### config.mk
export PLATFORM = sky130hd
export DESIGN_NAME = three_phase_current_protection_flat
export DESIGN_NICKNAME = d
export VERILOG_FILES = /design/src/hdl/tcp_pkg.sv /design/src/hdl/tcp_if.sv /design/src/hdl/tcp_regs.sv /design/src/hdl/tcp_phase.sv /design/src/hdl/three_phase_current_protection.sv /design/src/flat_wrapper.sv
export SDC_FILE = /design/constraint.sdc
export NUM_CORES = 1
export LEC_CHECK = 0
export ABC_AREA = 1
export ABC_CLOCK_PERIOD_IN_PS = 4500
export BUFFER_PORTS_ARGS = -buffer_cell sky130_fd_sc_hd__buf_2
export CAP_MARGIN = 15
export CORE_ASPECT_RATIO = 1.1
export CORE_MARGIN = 2
export CORE_UTILIZATION = 25
export CTS_BUF_LIST = sky130_fd_sc_hd__clkbuf_4
export DETAILED_ROUTE_END_ITERATION = 10
export PLACE_DENSITY_LB_ADDON = 0.12
export SLEW_MARGIN = 20
export SYNTH_ARGS = -nofsm -noshare
export SYNTH_HDL_FRONTEND = slang
export SYNTH_SLANG_ARGS = --single-unit
### constraint.sdc
create_clock -name clk -period 4.5 [get_ports clk]
set_clock_uncertainty 0.05 [all_clocks]
set_input_delay 0.45 -clock clk [delete_from_list [all_inputs] [get_ports clk]]
set_output_delay 0.45 -clock clk [all_outputs]
set_load 0.05 [all_outputs]
### src/hdl/tcp_pkg.sv
`default_nettype none

package tcp_pkg;

    localparam int NUM_PHASES = 3;

    localparam int STEP_TH_W  = 15;
    localparam int LEVEL_W    = 16;
    localparam int STEP_CNT_W = 4;
    localparam int CNT_W      = 10;

    localparam int APB_ADDR_W = 5;
    localparam int APB_DATA_W = 32;

    // Register map, index = paddr[4:2]
    typedef enum logic [2:0] {
        REG_STEP_TH    = 3'd0,
        REG_OVER_TH    = 3'd1,
        REG_LIMIT_TH   = 3'd2,
        REG_LIMIT_HYST = 3'd3,
        REG_STEP_CNT   = 3'd4,
        REG_OVER_CNT   = 3'd5,
        REG_LIMIT_CNT  = 3'd6
    } reg_idx_t;

    localparam logic [STEP_TH_W-1:0]  RST_STEP_TH    = 15'd32767;
    localparam logic [LEVEL_W-1:0]    RST_OVER_TH    = 16'd65535;
    localparam logic [LEVEL_W-1:0]    RST_LIMIT_TH   = 16'd65535;
    localparam logic [LEVEL_W-1:0]    RST_LIMIT_HYST = 16'd48;
    localparam logic [STEP_CNT_W-1:0] RST_STEP_CNT   = 4'd3;
    localparam logic [CNT_W-1:0]      RST_OVER_CNT   = 10'd50;
    localparam logic [CNT_W-1:0]      RST_LIMIT_CNT  = 10'd50;

    localparam logic [STEP_CNT_W-1:0] STEP_CTR_MAX = '1;
    localparam logic [CNT_W-1:0]      CTR_MAX      = '1;

    typedef struct packed {
        logic [STEP_TH_W-1:0]  step_th;
        logic [LEVEL_W-1:0]    over_th;
        logic [LEVEL_W-1:0]    limit_th;
        logic [LEVEL_W-1:0]    limit_hyst;
        logic [STEP_CNT_W-1:0] step_cnt;
        logic [CNT_W-1:0]      over_cnt;
        logic [CNT_W-1:0]      limit_cnt;
    } cfg_t;

    typedef struct packed {
        logic [STEP_CNT_W-1:0] step_ctr;
        logic [CNT_W-1:0]      over_ctr;
        logic [CNT_W-1:0]      limit_ctr;
        logic                  step_flag;
        logic                  over_flag;
        logic                  warn_flag;
    } phase_state_t;

    typedef struct packed {
        logic trip;
        logic go;
    } phase_stat_t;

endpackage

`default_nettype wire

### src/hdl/tcp_if.sv
`default_nettype none

interface tcp_in_if #(
    parameter int CURRENT_WIDTH = 16
);
    logic                            valid;
    logic                            ready;
    logic signed [CURRENT_WIDTH-1:0] u_sample;
    logic signed [CURRENT_WIDTH-1:0] v_sample;
    logic signed [CURRENT_WIDTH-1:0] w_sample;
    logic        [CURRENT_WIDTH-1:0] u_rms;
    logic        [CURRENT_WIDTH-1:0] v_rms;
    logic        [CURRENT_WIDTH-1:0] w_rms;
    logic                            fault_clear;

    modport source (
        output valid, u_sample, v_sample, w_sample, u_rms, v_rms, w_rms, fault_clear,
        input  ready
    );
    modport sink (
        input  valid, u_sample, v_sample, w_sample, u_rms, v_rms, w_rms, fault_clear,
        output ready
    );
endinterface

interface tcp_out_if;
    logic valid;
    logic ready;
    logic pwm_stop;
    logic u_step_fault;
    logic v_step_fault;
    logic w_step_fault;
    logic u_over_fault;
    logic v_over_fault;
    logic w_over_fault;
    logic u_limit_warn;
    logic v_limit_warn;
    logic w_limit_warn;

    modport source (
        output valid, pwm_stop, u_step_fault, v_step_fault, w_step_fault,
               u_over_fault, v_over_fault, w_over_fault,
               u_limit_warn, v_limit_warn, w_limit_warn,
        input  ready
    );
    modport sink (
        input  valid, pwm_stop, u_step_fault, v_step_fault, w_step_fault,
               u_over_fault, v_over_fault, w_over_fault,
               u_limit_warn, v_limit_warn, w_limit_warn,
        output ready
    );
endinterface

`default_nettype wire

### src/hdl/tcp_regs.sv
`default_nettype none

module tcp_regs
    import tcp_pkg::*;
(
    input  wire logic                  clk,
    input  wire logic                  rst_n,
    input  wire logic                  psel,
    input  wire logic                  penable,
    input  wire logic                  pwrite,
    input  wire logic [APB_ADDR_W-1:0] paddr,
    input  wire logic [APB_DATA_W-1:0] pwdata,
    output logic      [APB_DATA_W-1:0] prdata,
    output logic                       pready,
    output cfg_t                       cfg
);

    cfg_t     cfg_reg;
    reg_idx_t idx;
    logic     wr_en;

    assign idx    = reg_idx_t'(paddr[APB_ADDR_W-1:2]);
    assign wr_en  = psel && penable && pwrite;
    assign pready = 1'b1;
    assign cfg    = cfg_reg;

    always_ff @(posedge clk or negedge rst_n) begin
        if (!rst_n) begin
            cfg_reg.step_th    <= RST_STEP_TH;
            cfg_reg.over_th    <= RST_OVER_TH;
            cfg_reg.limit_th   <= RST_LIMIT_TH;
            cfg_reg.limit_hyst <= RST_LIMIT_HYST;
            cfg_reg.step_cnt   <= RST_STEP_CNT;
            cfg_reg.over_cnt   <= RST_OVER_CNT;
            cfg_reg.limit_cnt  <= RST_LIMIT_CNT;
        end else if (wr_en) begin
            unique case (idx)
                REG_STEP_TH:    cfg_reg.step_th    <= pwdata[STEP_TH_W-1:0];
                REG_OVER_TH:    cfg_reg.over_th    <= pwdata[LEVEL_W-1:0];
                REG_LIMIT_TH:   cfg_reg.limit_th   <= pwdata[LEVEL_W-1:0];
                REG_LIMIT_HYST: cfg_reg.limit_hyst <= pwdata[LEVEL_W-1:0];
                REG_STEP_CNT:   cfg_reg.step_cnt   <= pwdata[STEP_CNT_W-1:0];
                REG_OVER_CNT:   cfg_reg.over_cnt   <= pwdata[CNT_W-1:0];
                REG_LIMIT_CNT:  cfg_reg.limit_cnt  <= pwdata[CNT_W-1:0];
                default:        ;
            endcase
        end
    end

    always_comb
    begin
        unique case (idx)
            REG_STEP_TH:    prdata = APB_DATA_W'(cfg_reg.step_th);
            REG_OVER_TH:    prdata = APB_DATA_W'(cfg_reg.over_th);
            REG_LIMIT_TH:   prdata = APB_DATA_W'(cfg_reg.limit_th);
            REG_LIMIT_HYST: prdata = APB_DATA_W'(cfg_reg.limit_hyst);
            REG_STEP_CNT:   prdata = APB_DATA_W'(cfg_reg.step_cnt);
            REG_OVER_CNT:   prdata = APB_DATA_W'(cfg_reg.over_cnt);
            REG_LIMIT_CNT:  prdata = APB_DATA_W'(cfg_reg.limit_cnt);
            default:        prdata = '0;
        endcase
    end

endmodule

`default_nettype wire

### src/hdl/tcp_phase.sv
`default_nettype none

module tcp_phase
    import tcp_pkg::*;
#(
    parameter int CURRENT_WIDTH = 16
)
(
    input  wire logic                            en,
    input  wire logic signed [CURRENT_WIDTH-1:0] sample,
    input  wire logic        [CURRENT_WIDTH-1:0] rms,
    input  wire cfg_t                            cfg,
    input  wire phase_state_t                    cur,
    output phase_state_t                         nxt,
    output phase_stat_t                          stat
);

    localparam int MW = (CURRENT_WIDTH > LEVEL_W) ? CURRENT_WIDTH : LEVEL_W;
    localparam int XW = MW + 1;

    logic [CURRENT_WIDTH-1:0] mag;
    logic [XW-1:0]            mag_x;
    logic [XW-1:0]            rms_x;
    logic [XW-1:0]            rel_sum;
    logic                     step_hit;
    logic                     over_hit;
    logic                     limit_hit;
    logic                     release_ok;
    logic [STEP_CNT_W-1:0]    step_inc;
    logic [CNT_W-1:0]         over_inc;
    logic [CNT_W-1:0]         limit_inc;

    // full-scale negative maps to 2**(CURRENT_WIDTH-1), still fits unsigned
    assign mag   = sample[CURRENT_WIDTH-1] ? (~sample + 1'b1) : sample;
    assign mag_x = XW'(mag);
    assign rms_x = XW'(rms);
    assign rel_sum = rms_x + XW'(cfg.limit_hyst);

    assign step_hit   = mag_x > XW'(cfg.step_th);
    assign over_hit   = rms_x > XW'(cfg.over_th);
    assign limit_hit  = rms_x > XW'(cfg.limit_th);
    assign release_ok = rel_sum < XW'(cfg.limit_th);

    assign step_inc  = (cur.step_ctr == STEP_CTR_MAX) ? cur.step_ctr : cur.step_ctr + 1'b1;
    assign over_inc  = (cur.over_ctr == CTR_MAX) ? cur.over_ctr : cur.over_ctr + 1'b1;
    assign limit_inc = (cur.limit_ctr == CTR_MAX) ? cur.limit_ctr : cur.limit_ctr + 1'b1;

    always_comb
    begin
        nxt  = cur;
        stat = '0;
        if (en) begin
            stat.go = 1'b1;
            if (step_hit) begin
                nxt.step_ctr = step_inc;
                if (step_inc >= cfg.step_cnt) begin
                    nxt.step_ctr  = cfg.step_cnt;
                    nxt.step_flag = 1'b1;
                    nxt.over_flag = 1'b0;
                    nxt.warn_flag = 1'b0;
                    stat.trip     = 1'b1;
                end
            end else begin
                nxt.step_ctr = '0;
                if (cur.step_flag) begin
                    // latched step fault: drop the rest of the item
                    stat.go = 1'b0;
                end else if (over_hit) begin
                    nxt.over_ctr = over_inc;
                    if (over_inc >= cfg.over_cnt) begin
                        nxt.over_ctr  = cfg.over_cnt;
                        nxt.over_flag = 1'b1;
                        nxt.warn_flag = 1'b0;
                        stat.trip     = 1'b1;
                    end
                end else begin
                    nxt.over_ctr = '0;
                    if (cur.over_flag) begin
                        stat.go = 1'b0;
                    end else if (limit_hit) begin
                        nxt.limit_ctr = limit_inc;
                        if (limit_inc >= cfg.limit_cnt) begin
                            nxt.limit_ctr = cfg.limit_cnt;
                            nxt.warn_flag = 1'b1;
                        end
                    end else begin
                        nxt.limit_ctr = '0;
                        if (cur.warn_flag && release_ok) begin
                            nxt.warn_flag = 1'b0;
                        end
                    end
                end
            end
        end
    end

endmodule

`default_nettype wire

### src/hdl/three_phase_current_protection.sv
// Channel  | Dir | Handshake          | Beat contents
// item     | in  | valid/ready        | u/v/w_sample, u/v/w_rms, fault_clear
// result   | out | valid/ready        | pwm_stop, u/v/w step, over and warn flags
// apb      | in  | psel/penable/pready| 7 config registers at 4*index
//
// One beat per cycle sustained while result.ready holds.
// The item is registered, all three phases are evaluated combinationally
// against the protection state, and the result register is loaded.
// Reset clears all counters and flags and loads the register defaults.
// A stalled result holds the evaluation stage; one item waits in the input
// register, so item.ready drops only when both stages are full.
`default_nettype none

module three_phase_current_protection
    import tcp_pkg::*;
#(
    parameter int CURRENT_WIDTH = 16
)
(
    input  wire logic                  clk,
    input  wire logic                  rst_n,
    tcp_in_if.sink                     item,
    tcp_out_if.source                  result,
    input  wire logic                  psel,
    input  wire logic                  penable,
    input  wire logic                  pwrite,
    input  wire logic [APB_ADDR_W-1:0] paddr,
    input  wire logic [APB_DATA_W-1:0] pwdata,
    output logic      [APB_DATA_W-1:0] prdata,
    output logic                       pready
);

    cfg_t cfg;

    logic                            s1_valid_reg;
    logic signed [CURRENT_WIDTH-1:0] s1_sample_reg [NUM_PHASES];
    logic        [CURRENT_WIDTH-1:0] s1_rms_reg    [NUM_PHASES];
    logic                            s1_clear_reg;

    phase_state_t state_reg [NUM_PHASES];
    phase_state_t state_cur [NUM_PHASES];
    phase_state_t state_next [NUM_PHASES];
    phase_stat_t  stat [NUM_PHASES];
    logic [NUM_PHASES:0] en_chain;

    logic                  out_valid_reg;
    logic                  pwm_stop_reg;
    logic [NUM_PHASES-1:0] step_fault_reg;
    logic [NUM_PHASES-1:0] over_fault_reg;
    logic [NUM_PHASES-1:0] limit_warn_reg;

    logic                  advance;
    logic                  in_beat;
    logic                  trip_any;
    logic [NUM_PHASES-1:0] step_flags;
    logic [NUM_PHASES-1:0] over_flags;
    logic [NUM_PHASES-1:0] warn_flags;
    logic [NUM_PHASES-1:0] step_flags_next;
    logic [NUM_PHASES-1:0] over_flags_next;
    logic [NUM_PHASES-1:0] warn_flags_next;

    tcp_regs u_regs (
        .clk     (clk),
        .rst_n   (rst_n),
        .psel    (psel),
        .penable (penable),
        .pwrite  (pwrite),
        .paddr   (paddr),
        .pwdata  (pwdata),
        .prdata  (prdata),
        .pready  (pready),
        .cfg     (cfg)
    );

    assign advance    = s1_valid_reg && (!out_valid_reg || result.ready);
    assign item.ready = !s1_valid_reg || advance;
    assign in_beat    = item.valid && item.ready;

    // input register
    always_ff @(posedge clk or negedge rst_n) begin
        if (!rst_n) begin
            s1_valid_reg <= 1'b0;
        end else if (item.ready) begin
            s1_valid_reg <= item.valid;
        end
    end

    always_ff @(posedge clk) begin
        if (in_beat) begin
            s1_sample_reg[0] <= item.u_sample;
            s1_sample_reg[1] <= item.v_sample;
            s1_sample_reg[2] <= item.w_sample;
            s1_rms_reg[0]    <= item.u_rms;
            s1_rms_reg[1]    <= item.v_rms;
            s1_rms_reg[2]    <= item.w_rms;
            s1_clear_reg     <= item.fault_clear;
        end
    end

    // clear latched flags ahead of phase U, counters stay
    always_comb
    begin
        for (int p = 0; p < NUM_PHASES; p++) begin
            state_cur[p] = state_reg[p];
            if (s1_clear_reg) begin
                state_cur[p].step_flag = 1'b0;
                state_cur[p].over_flag = 1'b0;
                state_cur[p].warn_flag = 1'b0;
            end
        end
    end

    assign en_chain[0] = 1'b1;

    for (genvar p = 0; p < NUM_PHASES; p++) begin : g_phase
        tcp_phase #(
            .CURRENT_WIDTH (CURRENT_WIDTH)
        ) u_phase (
            .en     (en_chain[p]),
            .sample (s1_sample_reg[p]),
            .rms    (s1_rms_reg[p]),
            .cfg    (cfg),
            .cur    (state_cur[p]),
            .nxt    (state_next[p]),
            .stat   (stat[p])
        );
        assign en_chain[p+1]      = stat[p].go;
        assign step_flags[p]      = state_reg[p].step_flag;
        assign over_flags[p]      = state_reg[p].over_flag;
        assign warn_flags[p]      = state_reg[p].warn_flag;
        assign step_flags_next[p] = state_next[p].step_flag;
        assign over_flags_next[p] = state_next[p].over_flag;
        assign warn_flags_next[p] = state_next[p].warn_flag;
    end

    assign trip_any = stat[0].trip || stat[1].trip || stat[2].trip;

    always_ff @(posedge clk or negedge rst_n) begin
        if (!rst_n) begin
            for (int p = 0; p < NUM_PHASES; p++) begin
                state_reg[p] <= '0;
            end
        end else if (advance) begin
            for (int p = 0; p < NUM_PHASES; p++) begin
                state_reg[p] <= state_next[p];
            end
        end
    end

    // result register
    always_ff @(posedge clk or negedge rst_n) begin
        if (!rst_n) begin
            out_valid_reg <= 1'b0;
        end else if (advance) begin
            out_valid_reg <= 1'b1;
        end else if (result.ready) begin
            out_valid_reg <= 1'b0;
        end
    end

    always_ff @(posedge clk) begin
        if (advance) begin
            pwm_stop_reg   <= trip_any;
            step_fault_reg <= step_flags_next;
            over_fault_reg <= over_flags_next;
            limit_warn_reg <= warn_flags_next;
        end
    end

    assign result.valid        = out_valid_reg;
    assign result.pwm_stop     = pwm_stop_reg;
    assign result.u_step_fault = step_fault_reg[0];
    assign result.v_step_fault = step_fault_reg[1];
    assign result.w_step_fault = step_fault_reg[2];
    assign result.u_over_fault = over_fault_reg[0];
    assign result.v_over_fault = over_fault_reg[1];
    assign result.w_over_fault = over_fault_reg[2];
    assign result.u_limit_warn = limit_warn_reg[0];
    assign result.v_limit_warn = limit_warn_reg[1];
    assign result.w_limit_warn = limit_warn_reg[2];

    // a pending result always mirrors the live flags
    a_result_tracks_state: assert property (@(posedge clk) disable iff (!rst_n)
        out_valid_reg |-> (step_fault_reg == step_flags) && (over_fault_reg == over_flags)
                          && (limit_warn_reg == warn_flags))
        else $error("result flags differ from protection state");

    a_step_over_exclusive: assert property (@(posedge clk) disable iff (!rst_n)
        (step_flags & over_flags) == '0)
        else $error("step and over fault latched on the same phase");

    a_warn_exclusive: assert property (@(posedge clk) disable iff (!rst_n)
        (warn_flags & (step_flags | over_flags)) == '0)
        else $error("limit warning set alongside a latched fault");

    a_advance_loads: assert property (@(posedge clk) disable iff (!rst_n)
        advance |=> out_valid_reg)
        else $error("evaluated item did not reach the result register");

    a_trip_latches: assert property (@(posedge clk) disable iff (!rst_n)
        (advance && trip_any) |=> ((step_flags | over_flags) != '0))
        else $error("trip without a latched fault");

endmodule

`default_nettype wire

### src/flat_wrapper.sv
// flat-port wrapper written by rule: the top's interface ports become plain ports
module three_phase_current_protection_flat import tcp_pkg::*;
#(
    parameter int CURRENT_WIDTH = 16
)
  (clk, rst_n, psel, penable, pwrite, paddr, pwdata, prdata, pready, item_valid, item_u_sample, item_v_sample, item_w_sample, item_u_rms, item_v_rms, item_w_rms, item_fault_clear, item_ready, result_valid, result_pwm_stop, result_u_step_fault, result_v_step_fault, result_w_step_fault, result_u_over_fault, result_v_over_fault, result_w_over_fault, result_u_limit_warn, result_v_limit_warn, result_w_limit_warn, result_ready);
  tcp_in_if #(.CURRENT_WIDTH(CURRENT_WIDTH)) item_i ();
  tcp_out_if result_i ();
  input  wire logic clk;
  input  wire logic rst_n;
  input  wire logic psel;
  input  wire logic penable;
  input  wire logic pwrite;
  input  wire logic [APB_ADDR_W-1:0] paddr;
  input  wire logic [APB_DATA_W-1:0] pwdata;
  output logic      [APB_DATA_W-1:0] prdata;
  output logic pready;
  input wire logic [$bits(item_i.valid)-1:0] item_valid;
  input wire logic [$bits(item_i.u_sample)-1:0] item_u_sample;
  input wire logic [$bits(item_i.v_sample)-1:0] item_v_sample;
  input wire logic [$bits(item_i.w_sample)-1:0] item_w_sample;
  input wire logic [$bits(item_i.u_rms)-1:0] item_u_rms;
  input wire logic [$bits(item_i.v_rms)-1:0] item_v_rms;
  input wire logic [$bits(item_i.w_rms)-1:0] item_w_rms;
  input wire logic [$bits(item_i.fault_clear)-1:0] item_fault_clear;
  output wire logic [$bits(item_i.ready)-1:0] item_ready;
  output wire logic [$bits(result_i.valid)-1:0] result_valid;
  output wire logic [$bits(result_i.pwm_stop)-1:0] result_pwm_stop;
  output wire logic [$bits(result_i.u_step_fault)-1:0] result_u_step_fault;
  output wire logic [$bits(result_i.v_step_fault)-1:0] result_v_step_fault;
  output wire logic [$bits(result_i.w_step_fault)-1:0] result_w_step_fault;
  output wire logic [$bits(result_i.u_over_fault)-1:0] result_u_over_fault;
  output wire logic [$bits(result_i.v_over_fault)-1:0] result_v_over_fault;
  output wire logic [$bits(result_i.w_over_fault)-1:0] result_w_over_fault;
  output wire logic [$bits(result_i.u_limit_warn)-1:0] result_u_limit_warn;
  output wire logic [$bits(result_i.v_limit_warn)-1:0] result_v_limit_warn;
  output wire logic [$bits(result_i.w_limit_warn)-1:0] result_w_limit_warn;
  input wire logic [$bits(result_i.ready)-1:0] result_ready;
  assign item_i.valid = item_valid;
  assign item_i.u_sample = item_u_sample;
  assign item_i.v_sample = item_v_sample;
  assign item_i.w_sample = item_w_sample;
  assign item_i.u_rms = item_u_rms;
  assign item_i.v_rms = item_v_rms;
  assign item_i.w_rms = item_w_rms;
  assign item_i.fault_clear = item_fault_clear;
  assign item_ready = item_i.ready;
  assign result_valid = result_i.valid;
  assign result_pwm_stop = result_i.pwm_stop;
  assign result_u_step_fault = result_i.u_step_fault;
  assign result_v_step_fault = result_i.v_step_fault;
  assign result_w_step_fault = result_i.w_step_fault;
  assign result_u_over_fault = result_i.u_over_fault;
  assign result_v_over_fault = result_i.v_over_fault;
  assign result_w_over_fault = result_i.w_over_fault;
  assign result_u_limit_warn = result_i.u_limit_warn;
  assign result_v_limit_warn = result_i.v_limit_warn;
  assign result_w_limit_warn = result_i.w_limit_warn;
  assign result_i.ready = result_ready;
  three_phase_current_protection #(.CURRENT_WIDTH(CURRENT_WIDTH)) u_core (.clk(clk), .rst_n(rst_n), .item(item_i), .result(result_i), .psel(psel), .penable(penable), .pwrite(pwrite), .paddr(paddr), .pwdata(pwdata), .prdata(prdata), .pready(pready));
endmodule
==> results of run 1 <==
-- layout make-up --
class | instances | area share
inverter | 335 | 0.04755
clock inverter | 28 | 0.004713
sequential | 277 | 0.2840
antenna | 3 | 0.0002828
clock buffer | 127 | 0.03591
tap | 1160 | 0.05467
multi-input combinational | 2053 | 0.4912
timing repair buffer | 296 | 0.08168
-- stage by stage --
step,area (um2),utilization,cells
2_1_floorplan,22180,-,2729
3_3_place_gp,24280,0.2768,4005
3_5_place_dp,24280,0.2768,4005
4_1_cts,26520,0.3024,4276
5_1_grt,26550,0.3026,4278
6_report,26550,0.3026,4279
-- worst register-to-register path, delay by kind of cell, from the launching register on --
kind,cells,cell delay (ns)
AOI/OAI and AO/OA,7,1.57
and+or+nand+nor,11,0.94
DFF,1,0.48
buffers and inverters,1,0.17
adders and majority gates,2,0.57
xor gates and xnor gates,1,0.15
-- cell usage after synthesis (all sizes together) (25+ instances only) --
master,count
xnor2,34
nand3,84
dfstp,57
clkbuf,39
buf,25
o211ai,42
edfxtp,107
ha,318
nand2,611
o21ai,247
dfrtp,113
xor2,75
nor2,192
inv,332
nor3,54
a21oi,207
nand4,32
-- final timing paths --
kind	startpoint	to	slack [ns]	depth (start not counted)
worst max-delay path	u_core.s1_rms_reg[0][2]	u_core.limit_warn_reg[0]	0.36	22
worst min-delay path	rst_n	u_core.state_cur[72]	0.11	2
worst max register to register	u_core.s1_rms_reg[0][2]	u_core.limit_warn_reg[0]	0.36	22
worst min register to register	u_core.state_reg[54]	u_core.state_reg[54]	0.43	2
max in group asynchronous	rst_n	u_core.state_cur[77]	3.28	3
min in group clk	item_u_sample[4]	u_core.s1_sample_reg[0][4]	0.25	2
-- report_power, final --
group / internal [W] / switching [W] / total [W]
Sequential: 0.00322 / 0.000463 / 0.00368
Clock: 0.00129 / 0.00126 / 0.00255
Combinational: 0.00210 / 0.00373 / 0.00583
-- metal layers --
| layer | global-route usage | up-vias | part of all wire |
|---|---|---|---|
| met5 | 0 | - | 0.00045 |
| met4 | 0.05276 | 4 | 0.023 |
| met3 | 0.02230 | 102 | 0.036 |
| met2 | 0.2846 | 386 | 0.48 |
| met1 | 0.2181 | 9161 | 0.46 |
| li1 | - | 9969 | - |
-- cell families (layout without fill, tap and decap cells) --
logic type | count (synthesis) | in the layout | share of synthesized area
flip-flops | 277 | 277 | 0.3407
buffers and inverters | 399 | 786 | 0.07323
multiplexers | 1 | 1 | 0.0004524
AO/OA/AOI/OAI | 612 | 612 | 0.1610
AND/OR/NAND/NOR | 993 | 993 | 0.1985
other | 2 | 20 | 0.0003394
XOR/XNOR | 109 | 109 | 0.04315
adder cells (fa/ha/maj) | 321 | 321 | 0.1825
-- timing repair --
action / CTS / global route
endpoints found under the hold margin: 248 / 0
setup endpoints to repair: 0 / 26
buffers inserted: 0 / 0
hold buffers: 116 / 0
gates resized for setup: 0 / 4
==> impl_metrics.tcl, run 1 <==
set metrics [dict create \
    drv.max_cap_violation_count 0 \
    drt_iter0_drc 1152 \
    crit_path_frequent_cell "sky130_fd_sc_hd__nand2_1" \
    tightest_slew_ns 1.032 \
    mostFrequentLayoutCells "575 x sky130_fd_sc_hd__nand2_1, 319 x sky130_fd_sc_hd__inv_1, 318 x sky130_fd_sc_hd__ha_1" \
    nets 3508 \
    port_buffers 150 \
    seqCellArea_um2 7538 \
    clock-sinks 277 \
    dp.final_hpwl_um 59310 \
    cp_max_fo 4 \
    ys_top_cells_by_area "sky130_fd_sc_hd__ha_1 18%, sky130_fd_sc_hd__edfxtp_1 15%, sky130_fd_sc_hd__dfrtp_1 13%" \
    setup_viol_count_final 0 \
    ys_seq_elements 277 \
    crit_path_cell_trace "ha_1 -> a21oi_1 -> o21ai_1 -> nand2_1 -> nand2_1 -> a21boi_1 -> o21ai_0 -> a21boi_1 -> nor2_1 -> o21ai_0 -> nand2_1 -> xor2_1 -> ha_1 -> a2111oi_0 -> nand2_1 -> nor2_1 -> nand3_1 -> buf_4 -> nand3_1 -> nand2_1 -> nand2_1 -> nand2_1" \
    synth-async-reset-ratio 0.6137 \
    grt_pass1_wl_um 115600 \
    grt_start_max_net_pins 80 \
    postSynthAreaPerCell_um2 8.153 \
    syn-instance-count 2714 \
    core_region_area_um2 87720 \
    numCtsBuffers 83 \
    fin_total_pwr_w 0.01205 \
    largest_reg_flops 87 \
    start_util 0.2522 \
    ir_drop_uv 230.1 \
    clk_pin_slew_worst_paths_ns 0.07 \
    fin_ws_ns 0.3554 \
    hold_ws_ns 0.1129 \
    first_global_vias 19377 \
    grt_usage 0.1669 \
    number_of_slew_limit_violations_in_the_final_report 0 \
    slowest_stage "sky130_fd_sc_hd__edfxtp_1" \
    drt_pre_antenna_iters 7 \
    critPathBufInv 1 \
    post-synth-top-area-cell "sky130_fd_sc_hd__ha_1" \
    clock.fmax_mhz 241.3 \
    critPathLaunchType "flip-flop" \
    drt_drc_violations_left 0 \
    synth.distinct_cells 67 \
    route.detailed.wl_per_inst_um 17.74 \
    finalHoldViolations 0 \
    gr-total-overflow 0 \
    antenna_found_initial 5 \
    min_period_over_period 0.9210 \
    postRouteWirelength_um 75890 \
    critical_path_arrival_ns 4.69 \
    worst_slew_margin_rel 0.3105 \
    run_status "finished clean" \
    dpl_worst_slack_ns 0.3375 \
    syn_area_um2 22130 \
    critical_path.top_delay_family "compound AO/OA/AOI/OAI gates" \
    dieArea_um2 90900 \
    layout-drive-gt1-share 0.1566 \
    die_height_um 316.0 \
    synth-main-ff-cell "sky130_fd_sc_hd__dfrtp_1" \
    powerDensity_nw_per_um2 454.0 \
    vias_per_cell 4.586 \
    layout.filler_cells 9388 \
    worst_setup_path_end_kind "flip-flop" \
    clk_root_buffer_cell "sky130_fd_sc_hd__clkbuf_4" \
    std_cell_rows 114 \
    clk-insertion-delay-late_ns 0.89 \
    yosys_warnings 0 \
    synth-edff-count 107 \
    timing.critical_path.required_ns 5.05 \
    final_common_cell "sky130_fd_sc_hd__nand2_1" \
    num_vias 19622 \
    num_io_pins 186 \
    final_period_minus_worst_setup_slack_ns 4.145 \
    multi_input_area_um2 13040 \
    htree_num_levels 3 \
    setup-tns-final_ns 0 \
    ant_nets 0 \
    synth-seq-area-share 0.3407 \
    dieWidth_um 287.7 \
    hold_class "input port to async pin" \
    gp_congestion 0.8554 \
    share_of_the_synthesized_area_in_the_top_cell_type 0.1798 \
    clock_tree_from_tritoncts "built" \
    clock_tree.buffer_depth 3 \
    p_leak_nw 12.43 \
    worstSetupPathType "flip-flop to flip-flop" \
    cp_slowest_stage_delay_ns 0.48 \
    area_growth_pct 19.98 \
    grt_setup_unrepaired "false" \
]
No activity file was read; power rests on OpenSTA's default activity.
==> run 2: changes to the inputs <==
--- a/config.mk
+++ b/config.mk
@@ -18,4 +18,5 @@
 export SLEW_MARGIN = 20
 export SYNTH_ARGS = -nofsm -noshare
 export SYNTH_HDL_FRONTEND = slang
+export SYNTH_HIERARCHICAL = 1
 export SYNTH_SLANG_ARGS = --single-unit
==> impl_metrics.tcl, run 2 <==
set metrics [dict create \
    run_status "finished clean" \
    route.detailed.wl_per_inst_um 17.31 \
    dpl_worst_slack_ns 0.1017 \
    final_common_cell "sky130_fd_sc_hd__nand2_1" \
    port_buffers 150 \
    grt_start_max_net_pins 83 \
    cp_max_fo 5 \
    number_of_slew_limit_violations_in_the_final_report 0 \
    tightest_slew_ns 1.071 \
    layout.filler_cells 10939 \
    drv.max_cap_violation_count 0 \
    detailroute.wirelength.met2_um 41800 \
    drt_pre_antenna_iters 5 \
    clock-sinks 277 \
    die_height_um 335.0 \
    num_io_pins 186 \
    gr-total-overflow 0 \
    postSynthAreaPerCell_um2 7.368 \
    critPathLaunchType "flip-flop" \
    ant_nets 0 \
    dieArea_um2 102200 \
    vias_per_cell 4.500 \
    min_period_over_period 0.9265 \
    setup_viol_count_final 0 \
    largest_reg_flops 87 \
    area_growth_pct 17.71 \
    finish.cell_count_without_fillers 5048 \
    core_region_area_um2 98860 \
    critical_path_arrival_ns 4.88 \
    grt_usage 0.1707 \
    dieWidth_um 304.9 \
    ir_drop_uv 185.3 \
    worstSetupPathType "flip-flop to flip-flop" \
    first_global_vias 22624 \
    grt_setup_unrepaired "false" \
    yosys_warnings 6 \
    antenna_found_initial 5 \
    setup-tns-final_ns 0 \
    syn-instance-count 3380 \
    powerDensity_nw_per_um2 481.1 \
    worst_setup_path_end_kind "flip-flop" \
    syn_area_um2 24910 \
    gp_congestion 0.8157 \
    hold_class "input port to flip-flop" \
    worst_slew_margin_rel 0.2861 \
    clock_tree_from_tritoncts "built" \
    finalHoldViolations 0 \
    final_period_minus_worst_setup_slack_ns 4.169 \
    mostFrequentLayoutCells "863 x sky130_fd_sc_hd__nand2_1, 497 x sky130_fd_sc_hd__inv_1, 318 x sky130_fd_sc_hd__ha_1" \
    layout-drive-gt1-share 0.1335 \
    timing.critical_path.required_ns 5.21 \
    placed_cells 4766 \
    routed.top_layer "met5" \
    clk_root_buffer_cell "sky130_fd_sc_hd__clkbuf_4" \
    clk-insertion-delay-late_ns 0.91 \
    start_util 0.2519 \
    clock.fmax_mhz 239.9 \
    drt_drc_violations_left 0 \
    drt_iter0_drc 1184 \
    htree_num_levels 3 \
    nets 4149 \
    grt_pass1_wl_um 134100 \
    std_cell_rows 121 \
    hold_ws_ns 0.09456 \
    clk_pin_slew_worst_paths_ns 0.07 \
    wl_met3_um 2500 \
    clock_tree.buffer_depth 3 \
    route.layer.met1.wl_um 41580 \
    postRouteWirelength_um 87380 \
    dp.final_hpwl_um 67090 \
    numCtsBuffers 89 \
    p_leak_nw 14.37 \
    fin_ws_ns 0.3309 \
    num_vias 22716 \
]
[run 2: changes by cell type in the layout (fill, tap and decap cells not counted), moves of 26 or more]
cell,change
sky130_fd_sc_hd__nand2_1,+288
sky130_fd_sc_hd__o211ai_1,-26
sky130_fd_sc_hd__nor2_1,+64
sky130_fd_sc_hd__inv_1,+178
sky130_fd_sc_hd__nand3_1,+91
sky130_fd_sc_hd__nand4_1,+79
[run 2: through the flow]
stage	util	instance area, um2	power (W)
after floorplan	-	24970	0.009181
after global placement	0.2722	26910	0.01140
after detailed placement	0.2722	26910	0.01138
after CTS	0.2960	29270	0.01438
after global routing	0.2965	29310	0.01568
final	0.2965	29320	0.01411
[run 2: area by class of cell]
type	instances	area, um2	share of cell area
multi-input combinational	2506	14820	0.5056
sequential	277	7540	0.2572
timing repair buffer	305	2246	0.07661
inverter	508	1923	0.06560
tap	1291	1615	0.05510
clock buffer	129	968.4	0.03303
clock inverter	28	192.7	0.006572
antenna	4	10.01	0.0003414
[run 2: path summary, 6_finish.rpt]
kind                                             from                    end  slack [ns]  depth (start not counted)
worst max-delay path            u_core/u_regs/cfg[24]    u_core/state_reg[0]        0.33                         23
worst min-delay path                     result_ready    u_core/result.valid        0.09                          5
worst max register to register  u_core/u_regs/cfg[24]    u_core/state_reg[0]        0.33                         23
worst min register to register   u_core/over_flags[2]   u_core/over_flags[2]        0.42                          2
max in group asynchronous                       rst_n  u_core/u_regs/cfg[20]        3.33                          3
min in group asynchronous                       rst_n   u_core/state_cur[62]        0.11                          2
[run 2: power by group]
part	leakage, nW	internal [W]	total, W	switching [W]
logic	10.6	0.00268	0.00727	0.00459
registers	3.13	0.00324	0.00410	0.000856
clock network	0.684	0.00143	0.00274	0.00131
total	14.4	0.00735	0.0141	0.00675
[run 2: per-layer routing]
metal	vias up	track usage
met1	10462	0.2254
li1	11823	-
met4	4	0.04097
met2	326	0.2939
met5	-	0
met3	101	0.02237
[run 2: what timing repair did]
item                                    CTS  global route
buffers inserted                          0             2
gates resized for setup                   0             6
hold buffers                            119             0
endpoints found under the hold margin   249             0
endpoints found under the setup margin    0            41
[run 2: worst max-delay path, cell delays in order, from the launching register on]
cell	delay (ns)
sky130_fd_sc_hd__dfrtp_1	0.52
sky130_fd_sc_hd__ha_1	0.24
sky130_fd_sc_hd__inv_1	0.08
sky130_fd_sc_hd__fa_1	0.39
sky130_fd_sc_hd__nand3b_1	0.17
sky130_fd_sc_hd__nand2_1	0.12
sky130_fd_sc_hd__a21oi_1	0.14
sky130_fd_sc_hd__o21ai_1	0.28
sky130_fd_sc_hd__a21boi_0	0.20
sky130_fd_sc_hd__o21ai_1	0.19
sky130_fd_sc_hd__xor2_1	0.19
sky130_fd_sc_hd__ha_1	0.27
sky130_fd_sc_hd__nand2_1	0.07
sky130_fd_sc_hd__inv_1	0.03
sky130_fd_sc_hd__nor3_1	0.16
sky130_fd_sc_hd__nand2_1	0.08
sky130_fd_sc_hd__nand2_1	0.05
sky130_fd_sc_hd__nand2_1	0.06
sky130_fd_sc_hd__nand2_1	0.08
sky130_fd_sc_hd__nand3_1	0.26
sky130_fd_sc_hd__nand3_1	0.18
sky130_fd_sc_hd__nand2_1	0.08
sky130_fd_sc_hd__nand3_1	0.08
sky130_fd_sc_hd__nand2_1	0.07
